[config.mk]
export PLATFORM = sky130hd
export DESIGN_NAME = wildcard_line_search_filter_top
export DESIGN_NICKNAME = d
export VERILOG_FILES = /design/src/hw/rtl/wlsf_pkg.sv /design/src/hw/rtl/wlsf_cfg_regs.sv /design/src/hw/rtl/wlsf_match.sv /design/src/hw/rtl/wildcard_line_search_filter_top.sv
export SDC_FILE = /design/constraint.sdc
export NUM_CORES = 1
export LEC_CHECK = 0
export BUFFER_PORTS_ARGS = -buffer_cell sky130_fd_sc_hd__buf_4
export CAP_MARGIN = 10
export CORE_AREA = 2 2 161 163
export DETAILED_ROUTE_END_ITERATION = 8
export DIE_AREA = 0 0 163 165
export GPL_TIMING_DRIVEN = 0
export PLACE_DENSITY_LB_ADDON = 0.12
export SLEW_MARGIN = 10
export SYNTH_ARGS = -nofsm -noshare
export SYNTH_HDL_FRONTEND = slang
export SYNTH_SLANG_ARGS = --single-unit
[constraint.sdc]
create_clock -name i_clk -period 3.79 [get_ports i_clk]
set_clock_uncertainty 0.05 [all_clocks]
set_input_delay 0.9475 -clock i_clk [delete_from_list [all_inputs] [get_ports i_clk]]
set_output_delay 0.9475 -clock i_clk [all_outputs]
set_load 0.03 [all_outputs]
[src/hw/rtl/wlsf_pkg.sv]
// Package for the wildcard line search filter.
// Holds the shared constants, register indexes, the configuration struct and
// the byte folding and pattern cleaning functions. Depends on nothing.
package wlsf_pkg;

    // Number of pattern bytes the two pattern registers hold.
    localparam int PATTERN_STORE = 16;
    // Width of the pattern length register.
    localparam int LEN_W = 5;
    // Width of the configuration register index.
    localparam int CFG_IDX_W = 2;

    // Special byte values.
    localparam logic [7:0] NEWLINE_BYTE  = 8'd10;
    localparam logic [7:0] WILDCARD_BYTE = 8'h5F;  // '_'
    localparam logic [7:0] DOT_BYTE      = 8'h2E;  // '.'
    localparam logic [7:0] UPPER_A       = 8'h41;
    localparam logic [7:0] UPPER_Z       = 8'h5A;
    localparam logic [7:0] LOWER_A       = 8'h61;
    localparam logic [7:0] LOWER_Z       = 8'h7A;
    localparam logic [7:0] DIGIT_0       = 8'h30;
    localparam logic [7:0] DIGIT_9       = 8'h39;
    localparam logic [7:0] CASE_OFFSET   = 8'h20;

    // Configuration register indexes.
    localparam logic [CFG_IDX_W-1:0] CFG_PATTERN_LOW    = 2'd0;
    localparam logic [CFG_IDX_W-1:0] CFG_PATTERN_HIGH   = 2'd1;
    localparam logic [CFG_IDX_W-1:0] CFG_PATTERN_LENGTH = 2'd2;

    // Cleaned pattern and effective length, as seen by the match logic.
    typedef struct packed {
        logic [PATTERN_STORE-1:0][7:0] pattern;
        logic [LEN_W-1:0]              length;
    } t_cfg;

    // Fold an upper case letter of the line to lower case.
    function automatic logic [7:0] fold_byte(input logic [7:0] b);
        logic [7:0] r;
        r = b;
        if (b >= UPPER_A && b <= UPPER_Z) begin
            r = b + CASE_OFFSET;
        end
        return r;
    endfunction

    // Lowercase a pattern byte and turn anything illegal into the wildcard.
    function automatic logic [7:0] clean_byte(input logic [7:0] b);
        logic [7:0] l;
        logic [7:0] r;
        l = fold_byte(b);
        if ((l >= LOWER_A && l <= LOWER_Z) || (l >= DIGIT_0 && l <= DIGIT_9) ||
            l == DOT_BYTE || l == WILDCARD_BYTE) begin
            r = l;
        end else begin
            r = WILDCARD_BYTE;
        end
        return r;
    endfunction

endpackage

[src/hw/rtl/wlsf_cfg_regs.sv]
// Configuration registers of the wildcard line search filter.
// Stores the pattern already cleaned and the saturated pattern length.
// Depends on wlsf_pkg.
module wlsf_cfg_regs
    import wlsf_pkg::*;
#(
    parameter int MATCH_W = 16
) (
    input  logic                 i_clk,
    input  logic                 i_rst_n,
    input  logic                 i_cfg_valid,
    output logic                 o_cfg_ready,
    input  logic [CFG_IDX_W-1:0] i_cfg_index,
    input  logic [63:0]          i_cfg_data,
    output t_cfg                 o_cfg
);

    localparam logic [LEN_W-1:0] MAX_LEN = LEN_W'(MATCH_W);

    logic [PATTERN_STORE-1:0][7:0] r_pattern;
    logic [LEN_W-1:0]              r_length;
    logic [LEN_W-1:0]              n_length;

    // Writes are always taken.
    assign o_cfg_ready = 1'b1;

    // Saturate the requested length to what the match vector holds.
    always_comb begin
        n_length = i_cfg_data[LEN_W-1:0];
        if (n_length > MAX_LEN) begin
            n_length = MAX_LEN;
        end
    end

    // Register writes; pattern bytes are cleaned on the way in.
    always_ff @(posedge i_clk) begin
        if (!i_rst_n) begin
            for (int k = 0; k < PATTERN_STORE; k++) begin
                r_pattern[k] <= WILDCARD_BYTE;
            end
            r_length <= '0;
        end else if (i_cfg_valid) begin
            case (i_cfg_index)
                CFG_PATTERN_LOW: begin
                    for (int k = 0; k < 8; k++) begin
                        r_pattern[k] <= clean_byte(i_cfg_data[8*k +: 8]);
                    end
                end
                CFG_PATTERN_HIGH: begin
                    for (int k = 0; k < 8; k++) begin
                        r_pattern[k+8] <= clean_byte(i_cfg_data[8*k +: 8]);
                    end
                end
                CFG_PATTERN_LENGTH: begin
                    r_length <= n_length;
                end
                default: begin
                end
            endcase
        end
    end

    assign o_cfg.pattern = r_pattern;
    assign o_cfg.length  = r_length;

endmodule

[src/hw/rtl/wlsf_match.sv]
// Match datapath of the wildcard line search filter.
// Input byte register, shift-and partial match state and result register.
// Depends on wlsf_pkg.
module wlsf_match
    import wlsf_pkg::*;
#(
    parameter int MATCH_W = 16
) (
    input  logic       i_clk,
    input  logic       i_rst_n,
    input  logic       i_in_valid,
    output logic       o_in_ready,
    input  logic [7:0] i_line_byte,
    input  t_cfg       i_cfg,
    output logic       o_out_valid,
    input  logic       i_out_ready,
    output logic       o_line_matched
);

    logic               r_byte_vld;
    logic [7:0]         r_byte;
    logic [MATCH_W-1:0] r_pm;
    logic               r_hit;
    logic               r_out_vld;
    logic               r_out;

    logic [7:0]         folded;
    logic               is_nl;
    logic [MATCH_W-1:0] mask;
    logic [MATCH_W-1:0] n_pm;
    logic               tail;
    logic               n_hit;
    logic               matched;
    logic               out_free;
    logic               advance;

    // Per-position compare of the held byte against the pattern.
    always_comb begin
        folded = fold_byte(r_byte);
        is_nl  = (r_byte == NEWLINE_BYTE);
        for (int j = 0; j < MATCH_W; j++) begin
            mask[j] = (LEN_W'(j) < i_cfg.length) &&
                      (i_cfg.pattern[j] == WILDCARD_BYTE || i_cfg.pattern[j] == folded);
        end
    end

    // Shift-and update and the check of the last pattern position.
    always_comb begin
        n_pm = MATCH_W'({r_pm, 1'b1}) & mask;
        tail = 1'b0;
        for (int j = 0; j < MATCH_W; j++) begin
            if (LEN_W'(j + 1) == i_cfg.length) begin
                tail = n_pm[j];
            end
        end
        n_hit   = r_hit || tail;
        matched = (i_cfg.length == '0) || n_hit;
    end

    // A newline needs a free result slot; other bytes always move on.
    assign out_free   = !r_out_vld || i_out_ready;
    assign advance    = r_byte_vld && (!is_nl || out_free);
    assign o_in_ready = !r_byte_vld || advance;

    // Input register, match state and result register.
    always_ff @(posedge i_clk) begin
        if (!i_rst_n) begin
            r_byte_vld <= 1'b0;
            r_pm       <= '0;
            r_hit      <= 1'b0;
            r_out_vld  <= 1'b0;
        end else begin
            if (i_in_valid && o_in_ready) begin
                r_byte_vld <= 1'b1;
                r_byte     <= i_line_byte;
            end else if (advance) begin
                r_byte_vld <= 1'b0;
            end

            if (advance && is_nl) begin
                r_out_vld <= 1'b1;
            end else if (r_out_vld && i_out_ready) begin
                r_out_vld <= 1'b0;
            end

            if (advance) begin
                if (is_nl) begin
                    r_pm  <= '0;
                    r_hit <= 1'b0;
                    r_out <= matched;
                end else begin
                    r_pm  <= n_pm;
                    r_hit <= n_hit;
                end
            end
        end
    end

    assign o_out_valid    = r_out_vld;
    assign o_line_matched = r_out;

endmodule

[src/hw/rtl/wildcard_line_search_filter_top.sv]
// Top level of the wildcard line search filter.
// Instantiates the configuration registers and the match datapath.
// Depends on wlsf_pkg, wlsf_cfg_regs and wlsf_match.
//
// Usage:
// Log bytes enter one per transaction on the input channel (i_in_valid,
// o_in_ready, i_line_byte). Byte 10 ends a line. For each newline one
// transaction leaves on the output channel (o_out_valid, i_out_ready,
// o_line_matched) telling whether the line held the pattern; other bytes
// give nothing. The pattern is set through the configuration channel:
// index 0 and 1 load pattern bytes 0-7 and 8-15, index 2 the length.
// Configuration writes are always accepted and must come while the block
// is idle.
// Throughput is one byte per cycle, set by the single shift-and update
// between the input register and the match state, while no newline waits
// for the result slot. A newline is accepted into the input register and
// its result then loads into the result register for the receiver. When the
// receiver stalls, the result register holds; non-newline bytes still flow,
// and a newline waits in the input register until the result slot frees.
// Reset empties the pattern (length zero matches every line), the partial
// matches and both valid flags.
module wildcard_line_search_filter_top
    import wlsf_pkg::*;
#(
    parameter int PATTERN_MAX = 16
) (
    input  logic                 i_clk,
    input  logic                 i_rst_n,
    input  logic                 i_cfg_valid,
    output logic                 o_cfg_ready,
    input  logic [CFG_IDX_W-1:0] i_cfg_index,
    input  logic [63:0]          i_cfg_data,
    input  logic                 i_in_valid,
    output logic                 o_in_ready,
    input  logic [7:0]           i_line_byte,
    output logic                 o_out_valid,
    input  logic                 i_out_ready,
    output logic                 o_line_matched
);

    localparam int MATCH_W = (PATTERN_MAX < PATTERN_STORE) ? PATTERN_MAX : PATTERN_STORE;

    t_cfg cfg;

    // Pattern and length registers.
    wlsf_cfg_regs #(
        .MATCH_W (MATCH_W)
    ) u_cfg_regs (
        .i_clk       (i_clk),
        .i_rst_n     (i_rst_n),
        .i_cfg_valid (i_cfg_valid),
        .o_cfg_ready (o_cfg_ready),
        .i_cfg_index (i_cfg_index),
        .i_cfg_data  (i_cfg_data),
        .o_cfg       (cfg)
    );

    // Byte stream matching.
    wlsf_match #(
        .MATCH_W (MATCH_W)
    ) u_match (
        .i_clk          (i_clk),
        .i_rst_n        (i_rst_n),
        .i_in_valid     (i_in_valid),
        .o_in_ready     (o_in_ready),
        .i_line_byte    (i_line_byte),
        .i_cfg          (cfg),
        .o_out_valid    (o_out_valid),
        .i_out_ready    (i_out_ready),
        .o_line_matched (o_line_matched)
    );

endmodule

==> results of run 1 <==
==> metal layers <==
layer,vias up,share of wire [%],wire [um]
met5,-,0,0
met4,0,2.5,831
met3,43,4.2,1370
met2,222,46,15200
met1,4526,47,15400
li1,4504,-,-
==> worst max-delay path by stage <==
stage,start,to,slack [ns],cells past startpoint
after floorplan,i_cfg_data[10],u_cfg_regs.o_cfg[13]$_SDFFE_PN1P_,0.63,9
after global placement,i_cfg_index[0],u_cfg_regs.o_cfg[30]$_SDFFE_PN1P_,-0.34,6
after detailed placement,i_cfg_data[20],u_cfg_regs.o_cfg[24]$_SDFFE_PN1P_,0.13,10
after CTS,u_match.r_byte[0]$_DFFE_PP_,o_in_ready,0.09,5
after global routing,u_match.r_byte[6]$_DFFE_PP_,u_match.r_hit$_SDFFE_PN0P_,0.12,10
final,u_match.r_byte[6]$_DFFE_PP_,u_match.o_line_matched$_DFFE_PP_,0.17,10
==> cell usage after synthesis (13+ instances only) <==
| cell | n | area (sq um) |
|---|---|---|
| and3_1 | 18 | 113 |
| or2_2 | 13 | 81.3 |
| and2_1 | 16 | 100 |
| nor2b_1 | 19 | 119 |
| a31oi_1 | 13 | 81.3 |
| nor2_1 | 87 | 327 |
| inv_1 | 31 | 116 |
| nor3_1 | 28 | 140 |
| nand3_1 | 36 | 180 |
| o21ai_0 | 31 | 155 |
| o211ai_1 | 28 | 210 |
| nand4_1 | 16 | 100 |
| xor2_1 | 43 | 377 |
| dfxtp_1 | 151 | 3020 |
| a21oi_1 | 32 | 160 |
| clkbuf_1 | 52 | 195 |
| or4_1 | 13 | 97.6 |
| o22a_1 | 73 | 639 |
| xnor2_1 | 70 | 613 |
| nand4b_1 | 14 | 123 |
| nand2_1 | 107 | 402 |
| ha_1 | 17 | 213 |
| nor4_1 | 13 | 81.3 |
==> power by group through the flow <==
stage / registers (mW) / logic [mW] / clock network, mW
finish: 1.76 / 0.687 / 1.82
global route: 1.76 / 0.743 / 1.90
floorplan: 1.78 / 0.430 / 0
global placement: 1.79 / 0.674 / 0
detailed placement: 1.79 / 0.677 / 0
CTS: 1.76 / 0.680 / 1.82
==> metrics by stage <==
stage	util (%)	setup TNS [ns]	total power, mW
after global routing	45.5	0	4.40
final	45.5	0	4.26
after floorplan	-	0	2.21
after CTS	45.5	0	4.25
after global placement	43.0	-10.55	2.47
after detailed placement	43.1	0	2.47
==> state kept, by name, summed over array words and instances (netlist names) <==
| signal | cells |
|---|---|
| u_match.r_byte_vld | 1 |
| u_match.r_hit | 1 |
| u_cfg_regs.o_cfg | 128 |
| u_match.r_byte | 8 |
| u_match.r_pm | 15 |
| u_match.o_line_matched | 1 |
| u_match.o_out_valid | 1 |
| u_cfg_regs.r_length | 5 |
==> worst reg2reg max path, delay by kind of cell (launching register included) <==
kind / cells / cell delay, ns
simple gates: 3 / 0.67
fa+ha+maj: 1 / 0.30
buf+inv: 1 / 0.36
flops: 1 / 0.41
compound gates: 5 / 1.55
==> kinds of logic (layout without fill, tap and decap cells) <==
logic type               after synthesis  in the layout  synth area share, %
adder cells (fa/ha/maj)               17             17                 2.15
AO/OA/AOI/OAI                        322            322                 25.4
flip-flops                           160            160                 33.3
AND/OR/NAND/NOR                      436            436                 23.7
multiplexers                           6              6                0.608
buffers and inverters                107            202                 4.70
other                                  1              1               0.0379
XOR/XNOR                             113            113                 10.0
==> final cells by class <==
cell class                      count  area (sq um)  share of cell area (%)
Clock inverter                      9           130                    1.14
Buffer                             74           340                    2.98
Timing Repair Buffer               64           480                    4.21
Multi-Input combinational cell    895          6140                    53.8
Inverter                           33           124                    1.09
Clock buffer                       22           484                    4.25
Tap cell                          330           413                    3.62
Sequential cell                   160          3290                    28.9
==> what timing repair did <==
| item | CTS | global route |
|---|---|---|
| hold buffers | 0 | 0 |
| gates resized for setup | 0 | 1 |
| setup endpoints to repair | 0 | 1 |
==> results.md, run 1 <==
Status:
- The run finished with clean final reports.

Pwr:
- Of the total power, the clock network draws between 40 and 50%.
- VDD sags by at most 0.000255 V.
- The leakage component of the power is slightly above 4 nW.
- The total internal power is around 3.1 mW.
- The total power density per cell area is 373 nW/um^2.
- The switching share of power is a little over a quarter.
- The fraction of power consumed by sequential logic is 41.2%.
- In this run, the combinational gates consume 16.1% of the power.
- The switching power total is between 1 and 1.5 mW.

Final layout:
- The count of fill cells added during filler insertion is ~2.5k.
- The number of non-filler instances in the completed layout is around 1.6k.
- The number of nets in the final layout is ~1.3k.
- From synthesis to final layout, the design area changed by 15.4%.
- The antenna diode count is 0.
- Leaving out fill and tap cells, the most frequent cell in the layout is dfxtp_1.
- The post-route cell area is around 11,000 sq um.
- Leaving out fill and tap cells, the most frequent cells in the layout are 151 x dfxtp_1, 107 x nand2_1, 87 x nor2_1.
- The share of layout cells above drive strength 1 is about an eighth.

Placement:
- Prior to clock tree synthesis, the placed netlist has a worst setup slack of 0.134 ns.
- The sum of net half-perimeters after detailed placement is ~24 mm.
- The post-place instance area is 10,800 sq um.
- The weighted congestion reported at the end of routability-driven placement is approximately 0.98.
- The number of placed instances with taps included is between 1.5k and 2k.
- The count of buffers added on input and output ports is 63.

Global routing:
- Global routing consumed, on the met1 layer, 33.4% of the routing resources.
- The first global-routing pass estimated about 50 mm of wire.
- The total congestion overflow is 0.
- After global routing, the most crowded layer is met2.
- The pin count of the biggest net entering global routing is 17.
- The initial antenna violation count is 0.
- The met3 routing resource usage after global routing is under 10%.
- The met2 demand-to-capacity share in global routing is a little over 40%.
- Global routing consumed, over all layers together, around 25% of the routing resources.
- The via count of the first global-routing pass came to between 8k and 9k.

STA:
- The final number of hold-violating endpoints is 0.
- The clock period minus final worst setup slack is between 3 and 4 ns.
- The remaining max-slew budget at the tightest pin is between 40% and 50%.
- At the pin with the least slew margin, the transition time is between 0.8 and 0.9 ns.
- Setup repair after global routing left no endpoint under its margin.
- The tightest hold path in the finished design has a slack of ~0.42 ns.
- The final setup slack of the worst path is ~0.17 ns.
- Derived from the worst setup path, the maximum achievable clock frequency is roughly 280 MHz.
- The final number of max-transition violations is 0.
- The final period utilization is about 96%.
- The number of endpoints failing setup at the final stage is 0.

Yosys:
- The distinct cell type count after synthesis is just over 90.
- The synthesized design contains 160 register bits.
- After synthesis, flip-flops and latches occupy 33.3% of the total area.
- Counting flops with an async set or reset pin after synthesis yields a share of 0%.
- The number of warnings issued by yosys is 0.
- The number of flops mapped to enable cells by yosys is 9.
- In the synthesized netlist the dominant register cell turns out to be dfxtp_1.
- The cell count after synthesis came out at approximately 1.2k.
- The mapped netlist covers 9880 sq um.
- Dividing the synthesized area by the synthesized cell count gives approximately 8.5 sq um.
- The number of nets produced by synthesis is approximately 1.3k.

Die:
- The die boundary height is 165 um.
- The area of the die is 26,900 sq um.
- The number of cell rows is between 50 and 60.
- The die extent in x is around 160 um.
- The total I/O pin count is between 80 and 90.
- The floorplan core area is between 20,000 and 30,000 sq um.
- Once the floorplan was initialized, standard cells occupied roughly two fifths of the core.

Detailed routing:
- The count of antenna-violating nets left after detailed routing is 0.
- The vias after detailed routing is 9,295.
- The number of DRC markers after the initial detailed-route iteration is about 700.
- In the routed design, unresolved DRC markers number 0.
- The average wire length per cell after detail routing is about 21 um.
- The number of iterations in the first detailed-routing pass is 5.
- After detailed routing, the number of vias per cell comes to 5.86.
- The total wire length is 32.8 mm.

Clock network:
- The clock tree buffer depth is 2.
- For the worst-skew pair, the clock arrives at the later sink with an insertion delay of between 0.4 and 0.5 ns.
- CTS built an H-tree with a depth of 4.
- The tree is rooted in a clkbuf_16.
- Post-CTS timing repair inserted 0 buffers for setup.
- In this run, CTS created clock tree buffers numbering 17.
- TritonCTS built the clock tree.
- The post-CTS clock slew at the launch and capture registers of the worst setup and hold paths is 0.07 ns.
- The number of clock sinks is 160.

Critical path:
- The reg-to-reg startpoint is u_match.r_byte[6]$_DFFE_PP_.
- The category of the most critical setup path is flip-flop to flip-flop.
- The cell type of the slowest stage on the worst timing path is o31ai_4.
- The setup slack of the worst register-to-register path is approximately 0.17 ns.
- The critical path data arrival time is around 3.7 ns.
- For the worst flop-to-flop path, the logic depth is 10.
- The critical-path maximum fanout is 10.
- The worst setup path is captured at a flip-flop.
- The worst stage delay on the critical path is roughly 0.53 ns.
- In this run the critical register-to-register path is captured at u_match.o_line_matched$_DFFE_PP_.
- Traced cell by cell, the critical path runs through ha_1 > or3_1 > o31ai_4 > buf_4 > nand2_1 > a41o_1 > a31o_2 > a31o_2 > a31oi_1 > nand3_1.
- The required time at the worst-slack endpoint is slightly below 4 ns.
- The most numerous cell on the critical path is a31o_2.
- The gate family responsible for the most delay along the worst path is compound AO/OA/AOI/OAI gates.
- The number of buffer and inverter stages on the critical path is 1.
- The startpoint type of the worst setup path is a flip-flop.

Min path:
- The number of instances on the worst hold path is 2.
- The source of the worst hold timing path is u_match.r_pm[14]$_SDFFE_PN0P_.
- The worst hold path belongs to the class flip-flop to flip-flop.
- The terminating pin of the worst hold path is u_match.r_pm[14]$_SDFFE_PN0P_.

Run:
- Max-cap violations in this run came to 0.
Note: power is estimated with default switching activity, not from simulation.
==> run 2, diff against run 1 <==
--- a/config.mk
+++ b/config.mk
@@ -6,13 +6,13 @@
 export NUM_CORES = 1
 export LEC_CHECK = 0
 export BUFFER_PORTS_ARGS = -buffer_cell sky130_fd_sc_hd__buf_4
-export CAP_MARGIN = 10
-export CORE_AREA = 2 2 161 163
+export CORE_AREA = 2 2 165 167
 export DETAILED_ROUTE_END_ITERATION = 8
-export DIE_AREA = 0 0 163 165
+export DIE_AREA = 0 0 167 169
 export GPL_TIMING_DRIVEN = 0
 export PLACE_DENSITY_LB_ADDON = 0.12
 export SLEW_MARGIN = 10
 export SYNTH_ARGS = -nofsm -noshare
 export SYNTH_HDL_FRONTEND = slang
+export SYNTH_HIERARCHICAL = 1
 export SYNTH_SLANG_ARGS = --single-unit
==> results.md, run 2 <==
Clock network:
- The H-tree depth reported by CTS is 4 (unchanged).
- The clock tree buffer depth is 2 (unchanged).
- The count of hold buffers inserted by post-cts repair came to 0 (unchanged).
- The number of clock sinks was 160 (unchanged).
- The post-CTS clock slew at the launch and capture registers of the worst setup and hold paths came to 0.07 ns (about the same).
- The clock buffer count from CTS is 17 (unchanged).
- The root buffer selected by CTS is clkbuf_16 (unchanged).
- The clock tree from TritonCTS is built (unchanged).
- The clock latency reported for the late side of the worst-skew pair is 0.44 ns (was 0.43 ns).

Placement:
- The sum of net half-perimeters after detailed placement came to 26.5 mm (was 23.7 mm).
- The number of input and output port buffers inserted is 63 (unchanged).
- The weighted congestion reported at the end of routability-driven placement came to 0.970 (was 0.978).
- The number of placed instances with taps included came to 1,670 (was 1,556).

STA:
- The final number of max-transition violations came to 0 (unchanged).
- The clock period minus final worst setup slack is 3.67 ns (was 3.62 ns).
- The actual slew at the worst max-slew pin is 1.17 ns (was 0.846 ns).
- The aggregate negative setup slack was 0 ns (unchanged).
- The remaining max-slew budget at the tightest pin is 21.8% (was 43.6%).
- The number of endpoints failing setup at the final stage is 0 (unchanged).
- Unrepaired setup endpoints after global routing: false (unchanged).
- The worst hold slack across all endpoints came to 0.412 ns (was 0.419 ns).
- The final period utilization is 96.8% (was 95.5%).
- The top achievable clock speed is 272 MHz (was 276 MHz).
- The final number of hold-violating endpoints is 0 (unchanged).

Yosys:
- The count of mapped cells out of synthesis came to 1,266 (was 1,162).
- The number of nets produced by synthesis is 1,362 (was 1,258).
- The post-synthesis async set-or-reset flop share is 0% (unchanged).
- Largest cells by area after synthesis: dfxtp_1 29%, xnor2_1 5.1%, nor2_1 3.7%, xor2_1 3.6%, a21oi_1 3.2% (was dfxtp_1 31%, o22a_1 6.5%, xnor2_1 6.2%, nand2_1 4.1%, xor2_1 3.8%).
- Most instantiated cells after synthesis: 151 x dfxtp_1, 103 x nor2_1, 75 x nand2_1 (was 151 x dfxtp_1, 107 x nand2_1, 87 x nor2_1).
- The main flop type after synthesis was dfxtp_1 (unchanged).
- The most area-hungry cell type in the Yosys netlist is dfxtp_1 (unchanged).
- The number of warnings issued by yosys is 6 (was 0).
- The cell area after synthesis is 10,500 sq um (was 9880 sq um).
- The portion of the post-synthesis area used by sequential elements was 31.5% (was 33.3%).
- The number of flops mapped to enable cells by yosys came to 9 (unchanged).
- The distinct cell type count after synthesis is 95 (was 91).
- The mean instance size in the synthesized netlist is 8.26 sq um (was 8.51 sq um).
- The top-area cell type share of the netlist area is 28.9% (was 30.6%).
- The most common cell in the netlist is dfxtp_1 (unchanged).
- The register bit count reported by yosys is 160 (unchanged).

Min path:
- The classification of the worst-slack hold path is flip-flop to flip-flop (unchanged).
- The source of the worst hold timing path is u_match/r_pm[1]$_SDFFE_PN0P_ (was u_match.r_pm[14]$_SDFFE_PN0P_).

Global routing:
- The total track usage is 25.7% (was 24.6%).
- The via count of the first global-routing pass is 9,758 (was 8,630).
- The global-route wire length before repair is 56.6 mm (was 50.4 mm).
- The pin count of the biggest net entering global routing came to 17 (unchanged).
- The total congestion overflow is 0 (unchanged).
- The initial antenna violation count is 1 (was 0).

Final layout:
- The footprint of the multi-input gates is 6690 sq um (was 6140 sq um).
- The number of non-filler instances in the completed layout is 1,706 (was 1,587).
- The utilization after layout was 45.3% (was 45.5%).
- The share of layout cells above drive strength 1 is 11.7% (was 12.8%).
- The number of nets in the final layout was 1,447 (was 1,341).
- Top library cells by usage in the layout, fill and taps aside: 151 x dfxtp_1, 103 x nor2_1, 75 x nand2_1 (was 151 x dfxtp_1, 107 x nand2_1, 87 x nor2_1).
- The growth of design area from synthesis to finish came to 14.7% (was 15.4%).
- The count of fill cells added during filler insertion came to 2,669 (was 2,530).
- The number of flip-flops in the largest register was 128 (unchanged).
- The sequential cell area is 3290 sq um (unchanged).
- The most frequent standard cell in the layout excluding fill and tap cells is dfxtp_1 (unchanged).

Detailed routing:
- The count of antenna-violating nets left after detailed routing is 0 (unchanged).
- The vias after detailed routing is 10.6k (was 9,295).
- The number of DRC markers after the initial detailed-route iteration is 897 (was 699).
- The average wire length per cell after detail routing is 21.7 um (was 20.7 um).
- The via count normalized by instance count is 6.21 (was 5.86).
- The total wire length is 37.0 mm (was 32.8 mm).
- The number of remaining DRC errors is 0 (unchanged).
- The number of iterations in the first detailed-routing pass is 9 (was 5).

Die:
- The floorplan core area was 26,500 sq um (was 25,000 sq um).
- The number of cell rows was 60 (was 58).
- The area of the die is 28,200 sq um (was 26,900 sq um).
- The die boundary height is 169 um (was 165 um).
- The total I/O pin count is 83 (unchanged).
- The die extent in x is 167 um (was 163 um).
- The starting density of the core is 39.5% (about the same).

Status:
- Run status: complete, no violations (unchanged).

Pwr:
- The leakage component of the power is 4.35 nW (was 4.12 nW).
- The highest ir drop seen on vdd is 0.000274 V (was 0.000255 V).
- The power consumption is 4.26 mW (about the same).
- The total power density per cell area came to 355 nW/um^2 (was 373 nW/um^2).

Critical path:
- The setup slack of the worst register-to-register path is 0.25 ns (was 0.17 ns).
- The reg-to-reg startpoint is u_match/r_byte[5]$_DFFE_PP_ (was u_match.r_byte[6]$_DFFE_PP_).
- The startpoint type of the worst setup path is a flip-flop (unchanged).
- The critical-path maximum fanout is 10 (unchanged).
- The source of the critical timing path is u_match/r_byte[1]$_DFFE_PP_ (was u_match.r_byte[6]$_DFFE_PP_).
- The critical path data arrival time is 2.67 ns (was 3.72 ns).
- The category of the most critical setup path is flip-flop to output port (was flip-flop to flip-flop).
- The category of the worst setup path capture point is an output port (was flip-flop).
- The required time at the worst-slack endpoint came to 2.79 ns (was 3.89 ns).

Run:
- The max-cap check violation count came to 0 (unchanged).
## run 2: routing by layer
| layer | share of wire [%] | up-vias | track usage [%] |
|---|---|---|---|
| li1 | - | 5002 | - |
| met1 | 45 | 5077 | 34.7 |
| met2 | 45 | 438 | 40.8 |
| met3 | 7.2 | 73 | 5.73 |
| met4 | 2.8 | 0 | 8.40 |
| met5 | 0 | - | 0 |
## run 2: final timing paths
kind                                        to  depth (start not counted)
setup reg to reg    u_match/r_hit$_SDFFE_PN0P_                          9
setup / recovery                    o_in_ready                          6
hold / removal    u_match/r_pm[1]$_SDFFE_PN0P_                          2
hold reg to reg   u_match/r_pm[1]$_SDFFE_PN0P_                          2
## run 2: final cells by class
class / count / share of cell area (%)
diodes: 1 / 0.0209
inverters: 31 / 0.970
flip-flops and latches: 160 / 27.5
plain buffers: 89 / 3.21
clock inverters: 14 / 1.20
multi-input cells: 986 / 55.8
well taps: 341 / 3.56
clock buffers: 18 / 3.66
repair buffers: 66 / 4.13
## run 2: cell families after synthesis
family	count (synthesis)	synth area share [%]
buffers and inverters	120	4.80
muxes	4	0.395
xor gates and xnor gates	104	8.71
DFF	160	31.5
AOI/OAI and AO/OA	390	27.8
adders and majority gates	17	2.03
other	1	0.0359
and+or+nand+nor	470	24.7
## run 2: worst max-delay path, stage by stage, from the launching register on
cell      delay, ns
edfxtp_1       0.45
buf_2          0.46
buf_2          0.51
nand4_1        0.36
nor2_1         0.19
nand2_1        0.09
buf_4          0.18
## run 2: per-stage QoR
| step | setup slack, ns | instance area [sq um] |
|---|---|---|
| after global routing | 0.0202 | 12000 |
| after detailed placement | 0.0689 | 11400 |
| after CTS | 0.0382 | 11900 |
| after floorplan | 0.802 | 10500 |
| final | 0.120 | 12000 |
| after global placement | 0.00476 | 11400 |
## run 2: timing repair
action | 4_1_cts | 5_1_grt
resized for setup | 0 | 4
setup buffers | 0 | 3
setup endpoints to repair | 0 | 2
## run 2: power breakdown
group	leakage [nW]	switching [mW]	total, mW	internal (mW)
Clock	0.289	0.789	1.73	0.945
Combinational	2.75	0.493	0.766	0.273
Sequential	1.31	0.0349	1.76	1.73
==> run 3, diff against run 2 <==
--- a/config.mk
+++ b/config.mk
@@ -11,6 +11,7 @@
 export DIE_AREA = 0 0 167 169
 export GPL_TIMING_DRIVEN = 0
 export PLACE_DENSITY_LB_ADDON = 0.12
+export RECOVER_POWER = 100
 export SLEW_MARGIN = 10
 export SYNTH_ARGS = -nofsm -noshare
 export SYNTH_HDL_FRONTEND = slang
==> results.md, run 3 (synthesis results as in run 2) <==
Detailed routing:
- The via count normalized by instance count is 6.16 (was 6.21).
- The number of DRC markers after the initial detailed-route iteration was 992 (was 897).
- The average wire length per cell after detail routing is 21.7 um (about the same).
- The number of remaining DRC errors was 0 (unchanged).
- The number of iterations in the first detailed-routing pass was 7 (was 9).
- The count of antenna-violating nets left after detailed routing came to 0 (unchanged).
- The vias after detailed routing was 10.5k (was 10.6k).
- The total wire length is 37.0 mm (about the same).

Pwr:
- The portion of total power attributed to combinational logic came to 17.8% (was 18.0%).
- The total internal power is 2.94 mW (was 2.95 mW).
- The switching share of power is 30.9% (about the same).
- The clock share of power is 40.7% (about the same).
- The switching power total is 1.32 mW (about the same).
- The highest ir drop seen on vdd is 0.000275 V (was 0.000274 V).
- The leakage component of the power is 4.31 nW (was 4.35 nW).
- The fraction of power consumed by sequential logic is 41.4% (about the same).
- The total power density per cell area is 356 nW/um^2 (was 355 nW/um^2).
- The power consumption is 4.26 mW (about the same).

Min path:
- The classification of the worst-slack hold path is flip-flop to flip-flop (unchanged).
- The terminating pin of the worst hold path is u_match/r_pm[1]$_SDFFE_PN0P_ (unchanged).
- The number of instances on the worst hold path is 2 (unchanged).
- The source of the worst hold timing path is u_match/r_pm[1]$_SDFFE_PN0P_ (unchanged).

Critical path:
- The required time at the worst-slack endpoint is 2.79 ns (about the same).
- The category of the worst setup path capture point was an output port (unchanged).
- The startpoint type of the worst setup path is a flip-flop (unchanged).
- The critical-path maximum fanout is 10 (unchanged).
- The depth of the most critical reg-to-reg path is 11 (was 9).
- The source of the critical timing path is u_match/r_byte[1]$_DFFE_PP_ (unchanged).
- The setup slack of the worst register-to-register path is 0.18 ns (was 0.25 ns).
- The reg-to-reg endpoint is u_match/o_line_matched$_DFFE_PP_ (was u_match/r_hit$_SDFFE_PN0P_).
- The category of the most critical setup path is flip-flop to output port (unchanged).
- The reg-to-reg startpoint is u_match/r_byte[5]$_DFFE_PP_ (unchanged).
- The critical path data arrival time is 2.67 ns (about the same).

Run:
- The max-cap check violation count is 0 (unchanged).

Die:
- The die boundary height was 169 um (unchanged).
- The floorplan core area is 26,500 sq um (unchanged).
- The area of the die was 28,200 sq um (unchanged).
- The die extent in x is 167 um (unchanged).
- The starting density of the core came to 39.5% (unchanged).
- The total I/O pin count is 83 (unchanged).
- The number of cell rows is 60 (unchanged).

Clock network:
- The post-CTS clock slew at the launch and capture registers of the worst setup and hold paths is 0.07 ns (about the same).
- The root buffer selected by CTS was clkbuf_16 (unchanged).
- The clock tree from TritonCTS is built (unchanged).
- The number of clock sinks is 160 (unchanged).
- The clock latency reported for the late side of the worst-skew pair is 0.44 ns (about the same).
- The H-tree depth reported by CTS was 4 (unchanged).
- The clock tree buffer depth is 2 (unchanged).
- The clock buffer count from CTS is 17 (unchanged).
- The count of hold buffers inserted by post-cts repair is 0 (unchanged).

Final layout:
- Top library cells by usage in the layout, fill and taps aside: 151 x dfxtp_1, 103 x nor2_1, 75 x nand2_1 (unchanged).
- The most frequent standard cell in the layout excluding fill and tap cells is dfxtp_1 (unchanged).
- The number of nets in the final layout came to 1,447 (unchanged).
- The number of flip-flops in the largest register was 128 (unchanged).
- The share of layout cells above drive strength 1 came to 11.0% (was 11.7%).
- The growth of design area from synthesis to finish is 14.3% (was 14.7%).

STA:
- The final number of max-transition violations is 0 (unchanged).
- The final period utilization was 96.8% (about the same).
- Unrepaired setup endpoints after global routing: false (unchanged).
- The aggregate negative setup slack came to 0 ns (unchanged).
- The actual slew at the worst max-slew pin is 1.27 ns (was 1.17 ns).
- The final number of hold-violating endpoints is 0 (unchanged).
- The top achievable clock speed was 273 MHz (was 272 MHz).
- The clock period minus final worst setup slack came to 3.67 ns (about the same).
- The number of endpoints failing setup at the final stage came to 0 (unchanged).
- The remaining max-slew budget at the tightest pin came to 14.4% (was 21.8%).

Global routing:
- The pin count of the biggest net entering global routing came to 17 (unchanged).
- The total track usage is 25.7% (unchanged).
- The global-route wire length before repair is 56.6 mm (unchanged).
- The initial antenna violation count is 1 (unchanged).
- The total congestion overflow is 0 (unchanged).
- The via count of the first global-routing pass is 9,758 (unchanged).

Placement:
- The number of input and output port buffers inserted came to 63 (unchanged).
- The weighted congestion reported at the end of routability-driven placement is 0.970 (unchanged).
- The sum of net half-perimeters after detailed placement was 26.5 mm (unchanged).

Status:
- Run status: complete, no violations (unchanged).
-- run 3: worst max-delay path by stage --
stage                                   endpoint  slack, ns  cells past startpoint
6_report                              o_in_ready       0.12                      6
5_1_grt                               o_in_ready       0.02                      6
4_1_cts               u_match/r_hit$_SDFFE_PN0P_       0.04                     10
3_5_place_dp          u_match/r_hit$_SDFFE_PN0P_       0.07                     10
3_3_place_gp          u_match/r_hit$_SDFFE_PN0P_      0.005                     10
2_1_floorplan  u_cfg_regs/o_cfg[21]$_SDFFE_PN1P_       0.80                      8
-- run 3: layout make-up --
type / count / area (sq um)
Buffer: 89 / 383
Multi-Input combinational cell: 986 / 6670
Clock buffer: 18 / 439
Sequential cell: 160 / 3290
Antenna cell: 1 / 2.50
Timing Repair Buffer: 66 / 473
Clock inverter: 14 / 144
Fill cell: 2683 / 14600
Tap cell: 341 / 427
Inverter: 31 / 116
-- run 3: power by group through the flow --
stage	registers (mW)	clock network (mW)	logic, mW
detailed placement	1.80	0	0.739
floorplan	1.79	0	0.478
CTS	1.76	1.76	0.742
global route	1.77	1.82	0.822
finish	1.76	1.74	0.760
global placement	1.80	0	0.735
-- run 3: worst max-delay path, stage by stage, from the launching register on --
cell and delay, ns:
edfxtp_1 0.45, buf_2 0.46, buf_2 0.51, nand4_1 0.35, nor2_1 0.19, nand2_1 0.09, buf_4 0.18
-- run 3: what timing repair did --
| item | 4_1_cts | 5_1_grt |
|---|---|---|
| setup endpoints to repair | 0 | 2 |
| resized for setup | 0 | 4 |
| setup buffers | 0 | 3 |
-- run 3: per-stage QoR --
step	cell area [sq um]	worst slack [ns]	hold slack, ns	instances	util (%)
3_3_place_gp	11400	0.00476	0.400	1670	42.8
2_1_floorplan	10500	0.802	0.381	1266	-
6_report	11900	0.123	0.412	1706	45.1
3_5_place_dp	11400	0.0689	0.402	1670	42.8
4_1_cts	11900	0.0382	0.414	1702	45.0
5_1_grt	11900	0.0202	0.432	1705	45.1
-- run 3: metal layers --
layer  vias up  GRT usage [%]  wire (um)
met4         0           8.40        992
met2       404           40.8      16600
li1       4992              -          -
met3        67           5.73       2600
met1      5040           34.7      16800
met5         -              0          0
